[config.mk]
export PLATFORM = sky130hd
export DESIGN_NAME = centered_window_average_unit
export DESIGN_NICKNAME = d
export VERILOG_FILES = /design/src/design/cwa_pkg.sv /design/src/design/cwa_lane.sv /design/src/design/cwa_merge.sv /design/src/design/centered_window_average_unit.sv
export VERILOG_INCLUDE_DIRS = /design/src /design/src/design
export SDC_FILE = /design/constraint.sdc
export NUM_CORES = 2
export LEC_CHECK = 0
export BUFFER_PORTS_ARGS = -buffer_cell sky130_fd_sc_hd__buf_2
export CAP_MARGIN = 20
export CORE_MARGIN = 2
export CORE_UTILIZATION = 38
export DETAILED_ROUTE_END_ITERATION = 16
export REMOVE_ABC_BUFFERS = 1
export SYNTH_ARGS = -nofsm -noshare
export SYNTH_HDL_FRONTEND = slang
export SYNTH_HIERARCHICAL = 1
export SYNTH_SLANG_ARGS = --single-unit
[constraint.sdc]
create_clock -name clock -period 6.6 [get_ports clock]
set_clock_uncertainty 0.1 [all_clocks]
set_input_delay 1.98 -clock clock [delete_from_list [all_inputs] [get_ports clock]]
set_output_delay 1.98 -clock clock [all_outputs]
set_load 0.1 [all_outputs]
[src/design/centered_window_average_unit_macros.svh]
// ----------------------------------------------------------------------------
// Assertion macros for the centered window average unit
// Concurrent checks on clock, disabled while reset is high; empty for synthesis.
// ----------------------------------------------------------------------------
`ifndef CENTERED_WINDOW_AVERAGE_UNIT_MACROS_SVH
`define CENTERED_WINDOW_AVERAGE_UNIT_MACROS_SVH

`ifndef SYNTHESIS
`define CWA_ASSERT(label, prop, msg) \
   label: assert property (@(posedge clock) disable iff (reset) prop) else $error(msg);
`define CWA_ASSERT_NEVER(label, cond, msg) \
   `CWA_ASSERT(label, !(cond), msg)
`else
`define CWA_ASSERT(label, prop, msg)
`define CWA_ASSERT_NEVER(label, cond, msg)
`endif

`endif

[src/design/cwa_pkg.sv]
// ----------------------------------------------------------------------------
// Centered window average package
// Shared types and fixed constants of the centered window average unit.
// ----------------------------------------------------------------------------
package cwa_pkg;

   localparam int DIV_BITS_PER_CYCLE = 4;

   typedef enum logic [1:0] {
      ST_IDLE,
      ST_LOAD,
      ST_DIVIDE
   } cwa_state_type;

   typedef struct packed {
      logic push;
      logic clear;
      logic start;
      logic use_total;
      logic drop;
   } lane_ctrl_type;

   typedef struct packed {
      logic busy;
   } lane_stat_type;

   typedef struct packed {
      logic load;
      logic fin;
   } merge_ctrl_type;

endpackage

[src/design/cwa_lane.sv]
// ----------------------------------------------------------------------------
// Centered window average lane
// Window shift line, running sum and digit-serial rounding divider of one channel.
// ----------------------------------------------------------------------------
`include "centered_window_average_unit_macros.svh"

module cwa_lane #(
   parameter int RADIUS       = 3,
   parameter int SAMPLE_WIDTH = 24
) (
   input  logic                                 clock,
   input  logic                                 reset,
   input  cwa_pkg::lane_ctrl_type               ctrl,
   input  logic [$clog2(2*RADIUS+1)-1:0]        drop_index,
   input  logic [$clog2(2*RADIUS+2)-1:0]        divisor,
   input  logic signed [SAMPLE_WIDTH-1:0]       sample,
   output cwa_pkg::lane_stat_type               stat,
   output logic signed [SAMPLE_WIDTH-1:0]       avg
);

   localparam int DEPTH = 2 * RADIUS + 1;
   localparam int D_W   = $clog2(DEPTH + 1);
   localparam int SUM_W = SAMPLE_WIDTH + $clog2(DEPTH);
   localparam int BPS   = cwa_pkg::DIV_BITS_PER_CYCLE;
   localparam int ITERS = (SUM_W + BPS - 1) / BPS;
   localparam int QW    = ITERS * BPS;
   localparam int CNT_W = $clog2(ITERS + 1);

   logic signed [SAMPLE_WIDTH-1:0] win_ff [DEPTH];
   logic signed [SAMPLE_WIDTH-1:0] win_in [DEPTH];
   logic signed [SUM_W-1:0]        total_ff, total_in;
   logic signed [SUM_W-1:0]        part_ff, part_in;
   logic signed [SUM_W-1:0]        drop_val;
   logic [D_W-1:0]                 div_ff, div_in;
   logic                           neg_ff, neg_in;
   logic                           prep_ff, prep_in;
   logic [CNT_W-1:0]               cnt_ff, cnt_in;
   logic [QW-1:0]                  quo_ff, quo_in;
   logic [D_W-1:0]                 rem_ff, rem_in;
   logic [SUM_W-1:0]               half_p1;
   logic [SUM_W-1:0]               mag;
   logic [D_W:0]                   trial;
   logic [QW-1:0]                  q_work;
   logic [D_W-1:0]                 r_work;
   logic [SAMPLE_WIDTH-1:0]        q_low;

   always_comb begin
      win_in   = win_ff;
      total_in = total_ff;
      if (ctrl.clear) begin
         for (int k = 0; k < DEPTH; k++) begin
            win_in[k] = '0;
         end
         total_in = '0;
      end else if (ctrl.push) begin
         win_in[0] = sample;
         for (int k = 1; k < DEPTH; k++) begin
            win_in[k] = win_ff[k-1];
         end
         total_in = total_ff + SUM_W'(sample) - SUM_W'(win_ff[DEPTH-1]);
      end
   end

   always_comb begin
      drop_val = ctrl.drop ? SUM_W'(win_ff[drop_index]) : '0;
      part_in  = part_ff;
      div_in   = div_ff;
      if (ctrl.start) begin
         part_in = ctrl.use_total ? total_ff : (part_ff - drop_val);
         div_in  = divisor;
      end
   end

   always_comb begin
      half_p1 = SUM_W'(div_ff >> 1) + SUM_W'(1);
      if (part_ff[SUM_W-1]) begin
         mag = ~part_ff + half_p1;
      end else begin
         mag = part_ff + SUM_W'(div_ff >> 1);
      end
   end

   always_comb begin
      q_work  = quo_ff;
      r_work  = rem_ff;
      trial   = '0;
      for (int s = 0; s < BPS; s++) begin
         trial  = {r_work, q_work[QW-1]};
         q_work = q_work << 1;
         if (trial >= {1'b0, div_ff}) begin
            r_work    = D_W'(trial - {1'b0, div_ff});
            q_work[0] = 1'b1;
         end else begin
            r_work = trial[D_W-1:0];
         end
      end
   end

   always_comb begin
      prep_in = prep_ff;
      cnt_in  = cnt_ff;
      quo_in  = quo_ff;
      rem_in  = rem_ff;
      neg_in  = neg_ff;
      if (ctrl.start) begin
         prep_in = 1'b1;
      end else if (prep_ff) begin
         prep_in = 1'b0;
         quo_in  = QW'(mag);
         rem_in  = '0;
         neg_in  = part_ff[SUM_W-1];
         cnt_in  = CNT_W'(ITERS);
      end else if (cnt_ff != '0) begin
         quo_in = q_work;
         rem_in = r_work;
         cnt_in = cnt_ff - CNT_W'(1);
      end
   end

   always_ff @(posedge clock) begin
      if (reset) begin
         win_ff   <= '{default: '0};
         total_ff <= '0;
         prep_ff  <= 1'b0;
         cnt_ff   <= '0;
      end else begin
         win_ff   <= win_in;
         total_ff <= total_in;
         prep_ff  <= prep_in;
         cnt_ff   <= cnt_in;
      end
   end

   always_ff @(posedge clock) begin
      part_ff <= part_in;
      div_ff  <= div_in;
      neg_ff  <= neg_in;
      quo_ff  <= quo_in;
      rem_ff  <= rem_in;
   end

   assign q_low     = quo_ff[SAMPLE_WIDTH-1:0];
   assign avg       = neg_ff ? -$signed(q_low) : $signed(q_low);
   assign stat.busy = prep_ff || (cnt_ff != '0);

   `CWA_ASSERT_NEVER(a_push_while_dividing, ctrl.push && stat.busy, "sample pushed during division")
   `CWA_ASSERT(a_result_held_when_idle, (!stat.busy && !ctrl.start) |=> $stable(quo_ff), "idle quotient changed")

endmodule

[src/design/cwa_merge.sv]
// ----------------------------------------------------------------------------
// Centered window average merge stage
// Packs the two lane means into one result word and holds it for the consumer.
// ----------------------------------------------------------------------------
module cwa_merge #(
   parameter int SAMPLE_WIDTH = 24
) (
   input  logic                                          clock,
   input  logic                                          reset,
   input  cwa_pkg::merge_ctrl_type                       mctrl,
   input  logic signed [SAMPLE_WIDTH-1:0]                avg_plus,
   input  logic signed [SAMPLE_WIDTH-1:0]                avg_minus,
   output logic                                          free,
   output logic                                          rsp_tvalid,
   input  logic                                          rsp_tready,
   // Fields from the lowest bit up: avg_plus, avg_minus, zero fill.
   output logic [((2*SAMPLE_WIDTH+7)/8)*8-1:0]           rsp_tdata,
   output logic                                          rsp_tlast
);

   localparam int DATA_W = ((2 * SAMPLE_WIDTH + 7) / 8) * 8;

   logic              valid_ff, valid_in;
   logic [DATA_W-1:0] data_ff, data_in;
   logic              last_ff, last_in;

   always_comb begin
      free     = !valid_ff || rsp_tready;
      valid_in = valid_ff && !rsp_tready;
      data_in  = data_ff;
      last_in  = last_ff;
      if (mctrl.load) begin
         valid_in = 1'b1;
         data_in  = DATA_W'({avg_minus, avg_plus});
         last_in  = mctrl.fin;
      end
   end

   always_ff @(posedge clock) begin
      if (reset) begin
         valid_ff <= 1'b0;
      end else begin
         valid_ff <= valid_in;
      end
   end

   always_ff @(posedge clock) begin
      data_ff <= data_in;
      last_ff <= last_in;
   end

   assign rsp_tvalid = valid_ff;
   assign rsp_tdata  = data_ff;
   assign rsp_tlast  = last_ff;

endmodule

[src/design/centered_window_average_unit.sv]
// ----------------------------------------------------------------------------
// Centered window average unit
// Two-channel centered moving average with truncated edges and rounded means.
// ----------------------------------------------------------------------------
// Each sample word feeds two identical lanes, one per channel, and a result
// word gives the mean of the samples within RADIUS positions, lagging RADIUS
// words behind; the word with tlast flushes up to RADIUS+1 results, the final
// one with tlast set, and starts a new sequence. A word that yields no result
// leaves the unit idle and ready for the next word. Each lane divides with a
// divider that retires four quotient bits per cycle, and no new word is taken
// while a result is being formed. The result register lets a new word enter
// while the previous result waits. No clearing pass follows reset.
`include "centered_window_average_unit_macros.svh"

module centered_window_average_unit #(
   parameter int RADIUS       = 3,
   parameter int SAMPLE_WIDTH = 24
) (
   input  logic                                  clock,
   input  logic                                  reset,
   input  logic                                  req_tvalid,
   output logic                                  req_tready,
   // Fields from the lowest bit up: sig_plus, sig_minus, zero fill.
   input  logic [((2*SAMPLE_WIDTH+7)/8)*8-1:0]   req_tdata,
   input  logic                                  req_tlast,
   output logic                                  rsp_tvalid,
   input  logic                                  rsp_tready,
   // Fields from the lowest bit up: avg_plus, avg_minus, zero fill.
   output logic [((2*SAMPLE_WIDTH+7)/8)*8-1:0]   rsp_tdata,
   output logic                                  rsp_tlast
);

   localparam int DEPTH = 2 * RADIUS + 1;
   localparam int IDX_W = $clog2(DEPTH);
   localparam int D_W   = $clog2(DEPTH + 1);
   localparam int C_W   = $clog2(RADIUS + 1);

   cwa_pkg::cwa_state_type  state_ff, state_in;
   logic [D_W-1:0]          n_ff, n_in;
   logic [IDX_W-1:0]        hi_ff, hi_in;
   logic [IDX_W-1:0]        top_ff, top_in;
   logic [C_W-1:0]          c_ff, c_in;
   logic                    flush_ff, flush_in;
   logic                    first_ff, first_in;
   logic                    drop_ff, drop_in;
   logic [IDX_W-1:0]        didx_ff, didx_in;

   logic                    accept;
   logic [D_W-1:0]          n_new;
   logic [D_W-1:0]          nm1;
   logic [C_W-1:0]          c_next;
   logic [IDX_W-1:0]        reach;
   logic [IDX_W-1:0]        hi_next;
   logic [D_W-1:0]          divisor;

   cwa_pkg::lane_ctrl_type  ctrl;
   cwa_pkg::lane_stat_type  lane_stat [2];
   logic signed [SAMPLE_WIDTH-1:0] lane_avg [2];
   cwa_pkg::merge_ctrl_type mctrl;
   logic                    out_free;

   assign accept  = req_tvalid && req_tready;
   assign n_new   = (n_ff < D_W'(DEPTH)) ? (n_ff + D_W'(1)) : n_ff;
   assign nm1     = n_new - D_W'(1);
   assign c_next  = c_ff - C_W'(1);
   assign reach   = IDX_W'(c_next) + IDX_W'(RADIUS);
   assign hi_next = (reach < top_ff) ? reach : top_ff;
   assign divisor = D_W'(hi_ff) + D_W'(1);

   always_comb begin
      state_in   = state_ff;
      n_in       = n_ff;
      hi_in      = hi_ff;
      top_in     = top_ff;
      c_in       = c_ff;
      flush_in   = flush_ff;
      first_in   = first_ff;
      drop_in    = drop_ff;
      didx_in    = didx_ff;
      ctrl       = '0;
      mctrl      = '0;
      req_tready = 1'b0;
      unique case (state_ff)
         cwa_pkg::ST_IDLE: begin
            req_tready = 1'b1;
            if (accept) begin
               ctrl.push = 1'b1;
               n_in      = n_new;
               hi_in     = IDX_W'(nm1);
               top_in    = IDX_W'(nm1);
               c_in      = (nm1 < D_W'(RADIUS)) ? C_W'(nm1) : C_W'(RADIUS);
               flush_in  = req_tlast;
               first_in  = 1'b1;
               drop_in   = 1'b0;
               if (req_tlast || (n_new >= D_W'(RADIUS + 1))) begin
                  state_in = cwa_pkg::ST_LOAD;
               end
            end
         end
         cwa_pkg::ST_LOAD: begin
            ctrl.start     = 1'b1;
            ctrl.use_total = first_ff;
            ctrl.drop      = drop_ff;
            state_in       = cwa_pkg::ST_DIVIDE;
         end
         cwa_pkg::ST_DIVIDE: begin
            if (!lane_stat[0].busy && out_free) begin
               mctrl.load = 1'b1;
               mctrl.fin  = flush_ff && (c_ff == '0);
               if (flush_ff && (c_ff != '0)) begin
                  c_in     = c_next;
                  hi_in    = hi_next;
                  drop_in  = (hi_next != hi_ff);
                  didx_in  = hi_ff;
                  first_in = 1'b0;
                  state_in = cwa_pkg::ST_LOAD;
               end else begin
                  if (flush_ff) begin
                     ctrl.clear = 1'b1;
                     n_in       = '0;
                     flush_in   = 1'b0;
                  end
                  state_in = cwa_pkg::ST_IDLE;
               end
            end
         end
         default: begin
            state_in = cwa_pkg::ST_IDLE;
         end
      endcase
   end

   always_ff @(posedge clock) begin
      if (reset) begin
         state_ff <= cwa_pkg::ST_IDLE;
         n_ff     <= '0;
         flush_ff <= 1'b0;
      end else begin
         state_ff <= state_in;
         n_ff     <= n_in;
         flush_ff <= flush_in;
      end
   end

   always_ff @(posedge clock) begin
      hi_ff    <= hi_in;
      top_ff   <= top_in;
      c_ff     <= c_in;
      first_ff <= first_in;
      drop_ff  <= drop_in;
      didx_ff  <= didx_in;
   end

   for (genvar i = 0; i < 2; i++) begin : g_lane
      cwa_lane #(
         .RADIUS       (RADIUS),
         .SAMPLE_WIDTH (SAMPLE_WIDTH)
      ) u_lane (
         .clock      (clock),
         .reset      (reset),
         .ctrl       (ctrl),
         .drop_index (didx_ff),
         .divisor    (divisor),
         .sample     ($signed(req_tdata[i*SAMPLE_WIDTH +: SAMPLE_WIDTH])),
         .stat       (lane_stat[i]),
         .avg        (lane_avg[i])
      );
   end

   cwa_merge #(
      .SAMPLE_WIDTH (SAMPLE_WIDTH)
   ) u_merge (
      .clock      (clock),
      .reset      (reset),
      .mctrl      (mctrl),
      .avg_plus   (lane_avg[0]),
      .avg_minus  (lane_avg[1]),
      .free       (out_free),
      .rsp_tvalid (rsp_tvalid),
      .rsp_tready (rsp_tready),
      .rsp_tdata  (rsp_tdata),
      .rsp_tlast  (rsp_tlast)
   );

   `CWA_ASSERT(a_lanes_lockstep, lane_stat[0].busy == lane_stat[1].busy, "lanes out of step")
   `CWA_ASSERT(a_load_starts_lanes, (state_ff == cwa_pkg::ST_LOAD) |=> lane_stat[0].busy, "lanes idle after load")
   `CWA_ASSERT(a_final_clears_count, (mctrl.load && mctrl.fin) |=> (n_ff == '0), "count kept after final result")

endmodule

## Yosys cells after proc, flatten, opt, wreduce, memory -nomap -nowiden

Index checks and enable logic that the tools add are counted.

| storage, ports and cells | value |
|---|---|
| register bits after elaboration | 587 |
| latch bits | 0 |
| memory bits (writable) | 0 |
| bits in read-only memories | 0 |
| input port bits | 53 |
| output and inout port bits | 51 |
| word-level logic and storage cells | 211 |
| memories kept | 0 |

| cells by class | value |
|---|---|
| add/sub/neg operators | 28 |
| multiply operators | 0 |
| divide/modulo/power cells | 0 |
| order comparisons | 13 |
| equality and inequality tests | 9 |
| shift-type cells | 0 |
| muxes and demuxes | 85 |
| bitwise operators | 4 |
| reductions and logical operators | 30 |

Operators with widths:

| operator | count |
|---|---|
| $mux W27 | 8 |
| $bmux W24 S3 | 2 |
| $mux W24 | 6 |
| $mux W3 | 24 |
| $mux W28 | 2 |
| $add A27 B2 Y27 | 2 |
| $add A27 B24 Y27 | 2 |
| $add A27 B27 Y27 | 2 |
| $not A27 Y27 | 2 |
| $sub A27 B24 Y27 | 2 |
| $sub A27 B27 Y27 | 2 |
| $neg A24 Y24 | 2 |
| $ge A4 B3 Y1 | 8 |
| $mux W1 | 27 |
| $sub A3 B3 Y3 | 8 |
| $mux W2 | 9 |
| $ne A2 B2 Y1 const B | 6 |
| $pmux W3 S2 | 2 |
| $reduce_and A2 Y1 | 5 |
| $sub A3 B1 Y3 const B | 3 |
| $reduce_and A4 Y1 | 2 |
| $reduce_bool A2 Y1 | 4 |
| $add A3 B1 Y3 const B | 2 |
| $pmux W1 S2 | 3 |
| other kinds (23) | 34 |

## Depth between registers and ports, before layout

| logic depth | value |
|---|---|
| word-level depth | 10 |
| depth in mapped cells | 29 |

## Hierarchy

Netlist, hierarchy kept.

By module, submodules not included:

| module | instances | cells an instance | area each (um^2) | seq. area each (um^2) |
|---|---|---|---|---|
| cwa_lane (g_lane[0].u_lane) | 1 | 1,752 | 16,275.6 | 5,845.6 |
| cwa_lane (g_lane[1].u_lane) | 1 | 1,726 | 16,175.5 | 5,845.6 |
| cwa_merge | 1 | 53 | 1,517.7 | 1,491.4 |
| centered_window_average_unit | 1 | 107 | 1,069.8 | 510.5 |

## Worst setup path after synthesis

OpenSTA, ideal clock, no wires.

| path | value |
|---|---|
| path kind | reg-to-reg |
| start point | register state_ff[1] |
| end point | register g_lane[0].u_lane.part_ff[23] (data pin) |
| data arrival time | 6.393 ns |
| required time | 6.233 ns |
| path slack | -0.160 ns |
| stages on the path, launching flop included | 15 |
| buffers on the path | 2 |
| cell sequence | dfxtp_1 > buf_6 > nor2b_1 > and2_1 > clkbuf_1 > nand2_1 > ha_1 > a2111o_1 > o211ai_1 > a21oi_1 > o41a_1 > a41o_1 > a311oi_1 > xor2_1 > o21ai_0 |

RTL lines:

| item | RTL line | text |
|---|---|---|
| start: declaration | centered_window_average_unit.sv:38 | `cwa_pkg::cwa_state_type state_ff, state_in;` |
| start signal: assignment | centered_window_average_unit.sv:135 | `state_ff <= cwa_pkg::ST_IDLE;` |
| start signal: assignment | centered_window_average_unit.sv:139 | `state_ff <= state_in;` |
| end signal: assignment | cwa_lane.sv:135 | `part_ff <= part_in;` |
| end: declaration | cwa_lane.sv:32 | `logic signed [SUM_W-1:0] part_ff, part_in;` |

## Worst setup path after layout

| path | value |
|---|---|
| start point | register g_lane[0].u_lane.div_ff[1] |
| end point | register g_lane[0].u_lane.rem_ff[1] (data pin) |

| on the way | value |
|---|---|
| word-level cells in the longest chain between the ends | 9 |

RTL lines:

| item | RTL line | text |
|---|---|---|
| start: declaration | cwa_lane.sv:34 | `logic [D_W-1:0] div_ff, div_in;` |
| start signal: assignment | cwa_lane.sv:136 | `div_ff <= div_in;` |
| $ge A4 B3 Y1 or $sub A3 B3 Y3 (tied branches) | cwa_lane.sv:90, cwa_lane.sv:91 |  |
| $mux W3 | cwa_lane.sv:90 | `if (trial >= {1'b0, div_ff}) begin` |
| $ge A4 B3 Y1 or $sub A3 B3 Y3 (tied branches) | cwa_lane.sv:90, cwa_lane.sv:91 |  |
| $mux W3 | cwa_lane.sv:90 |  |
| $ge A4 B3 Y1 or $sub A3 B3 Y3 (tied branches) | cwa_lane.sv:90, cwa_lane.sv:91 |  |
| $mux W3 | cwa_lane.sv:90 |  |
| $ge A4 B3 Y1 or $sub A3 B3 Y3 (tied branches) | cwa_lane.sv:90, cwa_lane.sv:91 |  |
| $mux W3 * | cwa_lane.sv:90 |  |
| $mux W3 * | cwa_lane.sv:113 | `end else if (cnt_ff != '0) begin` |
| end signal: assignment | cwa_lane.sv:139 | `rem_ff <= rem_in;` |
| end: declaration | cwa_lane.sv:39 | `logic [D_W-1:0] rem_ff, rem_in;` |

Every way passes the cells marked *; elsewhere a longest branch is shown, timed or not. The select of a mux whose other input is x is not followed.
A chain may end at the register's enable or synchronous reset.

==> results.cfg <==
[sta]
fmax_mhz = 160
tightest_slew_ns = 1.12
layout_setup_ws_ns = 0.342
period_minus_slack_ns = 6.26
slew_violations = 0
fin_crit_sh_pct = 94.8
slew_headroom_pct = 25.2
final_hold_viol_count = 0
setup_viol = 0

[place]
place.gp.congestion = 0.863
dp.cells = 4780
dp_slack_ns = 0.219
dp_hpwl_um = 56400
port_buffers = 103

[routing]
routed_wl_um = 82000
drc_errors = 0
drt-initial-drc-count = 1622
via_per_inst = 5.17
ant_nets = 0
drt_pass1_iterations = 5
wl_per_cell_um = 16.7
num_vias = 25420

[min_path]
min_from = g_lane[1].u_lane/total_ff[23]$_SDFFE_PP0P_
min_to = g_lane[1].u_lane/total_ff[23]$_SDFFE_PP0P_
whs_path_depth = 2
min_path_type = flop to flop

[global_route]
grt_pass1_vias = 24529
track_usage_pct = 17.2
gr-total-overflow = 0
grt_max_degree = 149
antenna_found_initial = 3
grt_pass1_wl_um = 133000

[critical_path]
slowest_delay_ns = 0.48
cp-end-kind = flop
cpMaxStageDelayCell = fa_1
startpoint = g_lane[0].u_lane/div_ff[1]$_DFFE_PP_
crit_path_start_kind = flop
r2r_start = g_lane[0].u_lane/div_ff[1]$_DFFE_PP_
cp_max_fo = 8
worstPathCellList = clkinvlp_4 -> fa_1 -> a21o_1 -> a211oi_2 -> mux2_2 -> fa_1 -> a21bo_2 -> a21oi_1 -> o211ai_1 -> nand2_1 -> o21ai_2 -> inv_1 -> ha_1 -> a21oi_1 -> nand2_1 -> mux2i_1 -> fa_1 -> a21o_1 -> a21oi_1 -> nand2_1 -> a21oi_1 -> a31oi_2 -> mux2i_1 -> nor2_1
r2r-end = g_lane[0].u_lane/rem_ff[1]$_SDFFCE_PP0P_
criticalPathCategory = flop to flop
crit_family = compound AO/OA/AOI/OAI gates
arrival_ns = 6.52
critical_path_buf_inv_count = 2
cpMostUsedCell = a21oi_1
rr_worst_depth = 24
cp.required_ns = 6.86
reg2reg_slack_ns = 0.34

[power]
p_total_w = 0.0143
leakagePower_nw = 15.9
peakVddDrop_uv = 179
power_density_nw_per_um2 = 366

[die]
start_util_pct = 38.3
die_w_um = 308
core_region_area_um2 = 91500
die_area_um2 = 94600
boundaryPins = 104
fp.dieH_um = 308
rows = 111

[cts]
cts_tree = done
clock-sinks = 591
htree_levels = 3
hold_buffers = 0
root_buffer = clkbuf_16
cts_inserted_buffers = 71
cts_buffer_depth = 3
clk_latency_ns = 0.63
cts.clk_slew.worst_paths_ns = 0.06

[cells_and_area]
fill_cells = 8827
final_core_util_pct = 42.8
fin_cells = 4919
drive_gt1_share_pct = 12.1
final_nets = 3946
synthToLayoutAreaGrowth_pct = 11.9

[synth]
netlist_area_um2 = 35000
yosys_warnings = 6
synth_cells = 3637
avgSynthCellArea_um2 = 9.63

[run]
maxCapViolCount = 0

[run_status]
status = completed
## cells in the final DEF, fill, tap and decap left out, types with 8 or more instances in the layout
cell and instances:
clkbuf_16 74, o31ai_1 28, o21a_1 28, nor3b_1 8, nand3_1 37, nand2_1 231
clkbuf_8 11, or4_1 15, xor2_1 47, nand3b_1 8, nor4_1 8, edfxtp_1 186
ha_1 153, o211ai_1 16, dfxtp_1 403, nand4_1 14, a21o_1 42, or3_1 25
a211oi_1 27, buf_4 39, mux4_2 48, nor3_1 17, nor2_1 498, and2_1 10
o21ai_0 187, nand2b_1 33, mux2i_1 434, inv_1 292, o21bai_1 9, a31oi_1 21
buf_2 103, xnor2_1 134, clkinv_2 13, mux2_2 77, fa_1 66, nor2b_1 26
and3_1 17, a21oi_1 153
## how the worst max path moves through the flow
stage,to,cells past startpoint
finish,g_lane[0].u_lane/rem_ff[1]$_SDFFCE_PP0P_,24
global route,g_lane[0].u_lane/rem_ff[1]$_SDFFCE_PP0P_,25
floorplan,g_lane[1].u_lane/total_ff[19]$_SDFFE_PP0P_,3
global placement,g_lane[0].u_lane/rem_ff[1]$_SDFFCE_PP0P_,25
detailed placement,g_lane[0].u_lane/rem_ff[1]$_SDFFCE_PP0P_,24
CTS,g_lane[0].u_lane/rem_ff[1]$_SDFFCE_PP0P_,24
## sequential cells by signal, summed over array words and instances (netlist names), 2 cells and up
signal                  cells
u_merge/rsp_tdata          48
state_ff                    2
g_lane.u_lane/win_ff      336
hi_ff                       3
didx_ff                     3
g_lane.u_lane/prep_ff       2
g_lane.u_lane/neg_ff        2
g_lane.u_lane/part_ff      54
c_ff                        2
n_ff                        3
g_lane.u_lane/cnt_ff        6
g_lane.u_lane/rem_ff        6
g_lane.u_lane/div_ff        6
top_ff                      3
g_lane.u_lane/quo_ff       56
g_lane.u_lane/total_ff     54
## repair_timing
item,in CTS,in global routing
setup buffers,0,7
endpoints found under the setup margin,0,4
resized for setup,0,6
hold endpoints to repair,0,0
## worst register-to-register path: stages, from the launching register on
cell	delay (ns)
edfxtp_1	0.46
clkinvlp_4	0.21
fa_1	0.48
a21o_1	0.20
a211oi_2	0.38
mux2_2	0.41
fa_1	0.43
a21bo_2	0.21
a21oi_1	0.06
o211ai_1	0.30
nand2_1	0.16
o21ai_2	0.13
inv_1	0.07
ha_1	0.30
a21oi_1	0.27
nand2_1	0.15
mux2i_1	0.20
fa_1	0.45
a21o_1	0.17
a21oi_1	0.23
nand2_1	0.09
a21oi_1	0.19
a31oi_2	0.11
mux2i_1	0.19
nor2_1	0.05
## metrics by stage
| stage | area [um2] | hold WS, ns | TNS, ns |
|---|---|---|---|
| after CTS | 39100 | 0.357 | 0 |
| final | 39200 | 0.356 | 0 |
| after global routing | 39200 | 0.396 | -0.107 |
| after detailed placement | 36700 | 0.343 | 0 |
| after global placement | 36700 | 0.337 | 0 |
| after floorplan | 34300 | 0.325 | -3623.86 |
## routing by layer
metal  track usage, %  part of all wire, %
met1             25.1                   50
met2             26.7                   44
met3             2.66                  4.0
met4             3.89                  1.4
met5                0                0.033
## final cells by class
class | instances | area [um2] | area share [%]
multi-input cells | 2568 | 19600 | 49.9
clock inverters | 37 | 372 | 0.948
clock buffers | 92 | 2030 | 5.18
flip-flops and latches | 591 | 13700 | 34.9
repair buffers | 148 | 936 | 2.39
diodes | 3 | 7.51 | 0.0191
well taps | 1186 | 1480 | 3.78
inverters | 294 | 1110 | 2.82
## report_power, final
part           internal (W)  leakage [nW]  total (W)  switching, W
clock               0.00238          1.19    0.00402       0.00164
combinational       0.00224          9.70    0.00533       0.00308
sequential          0.00450          5.01    0.00501      0.000502
Power figures use the tool's default switching activity.
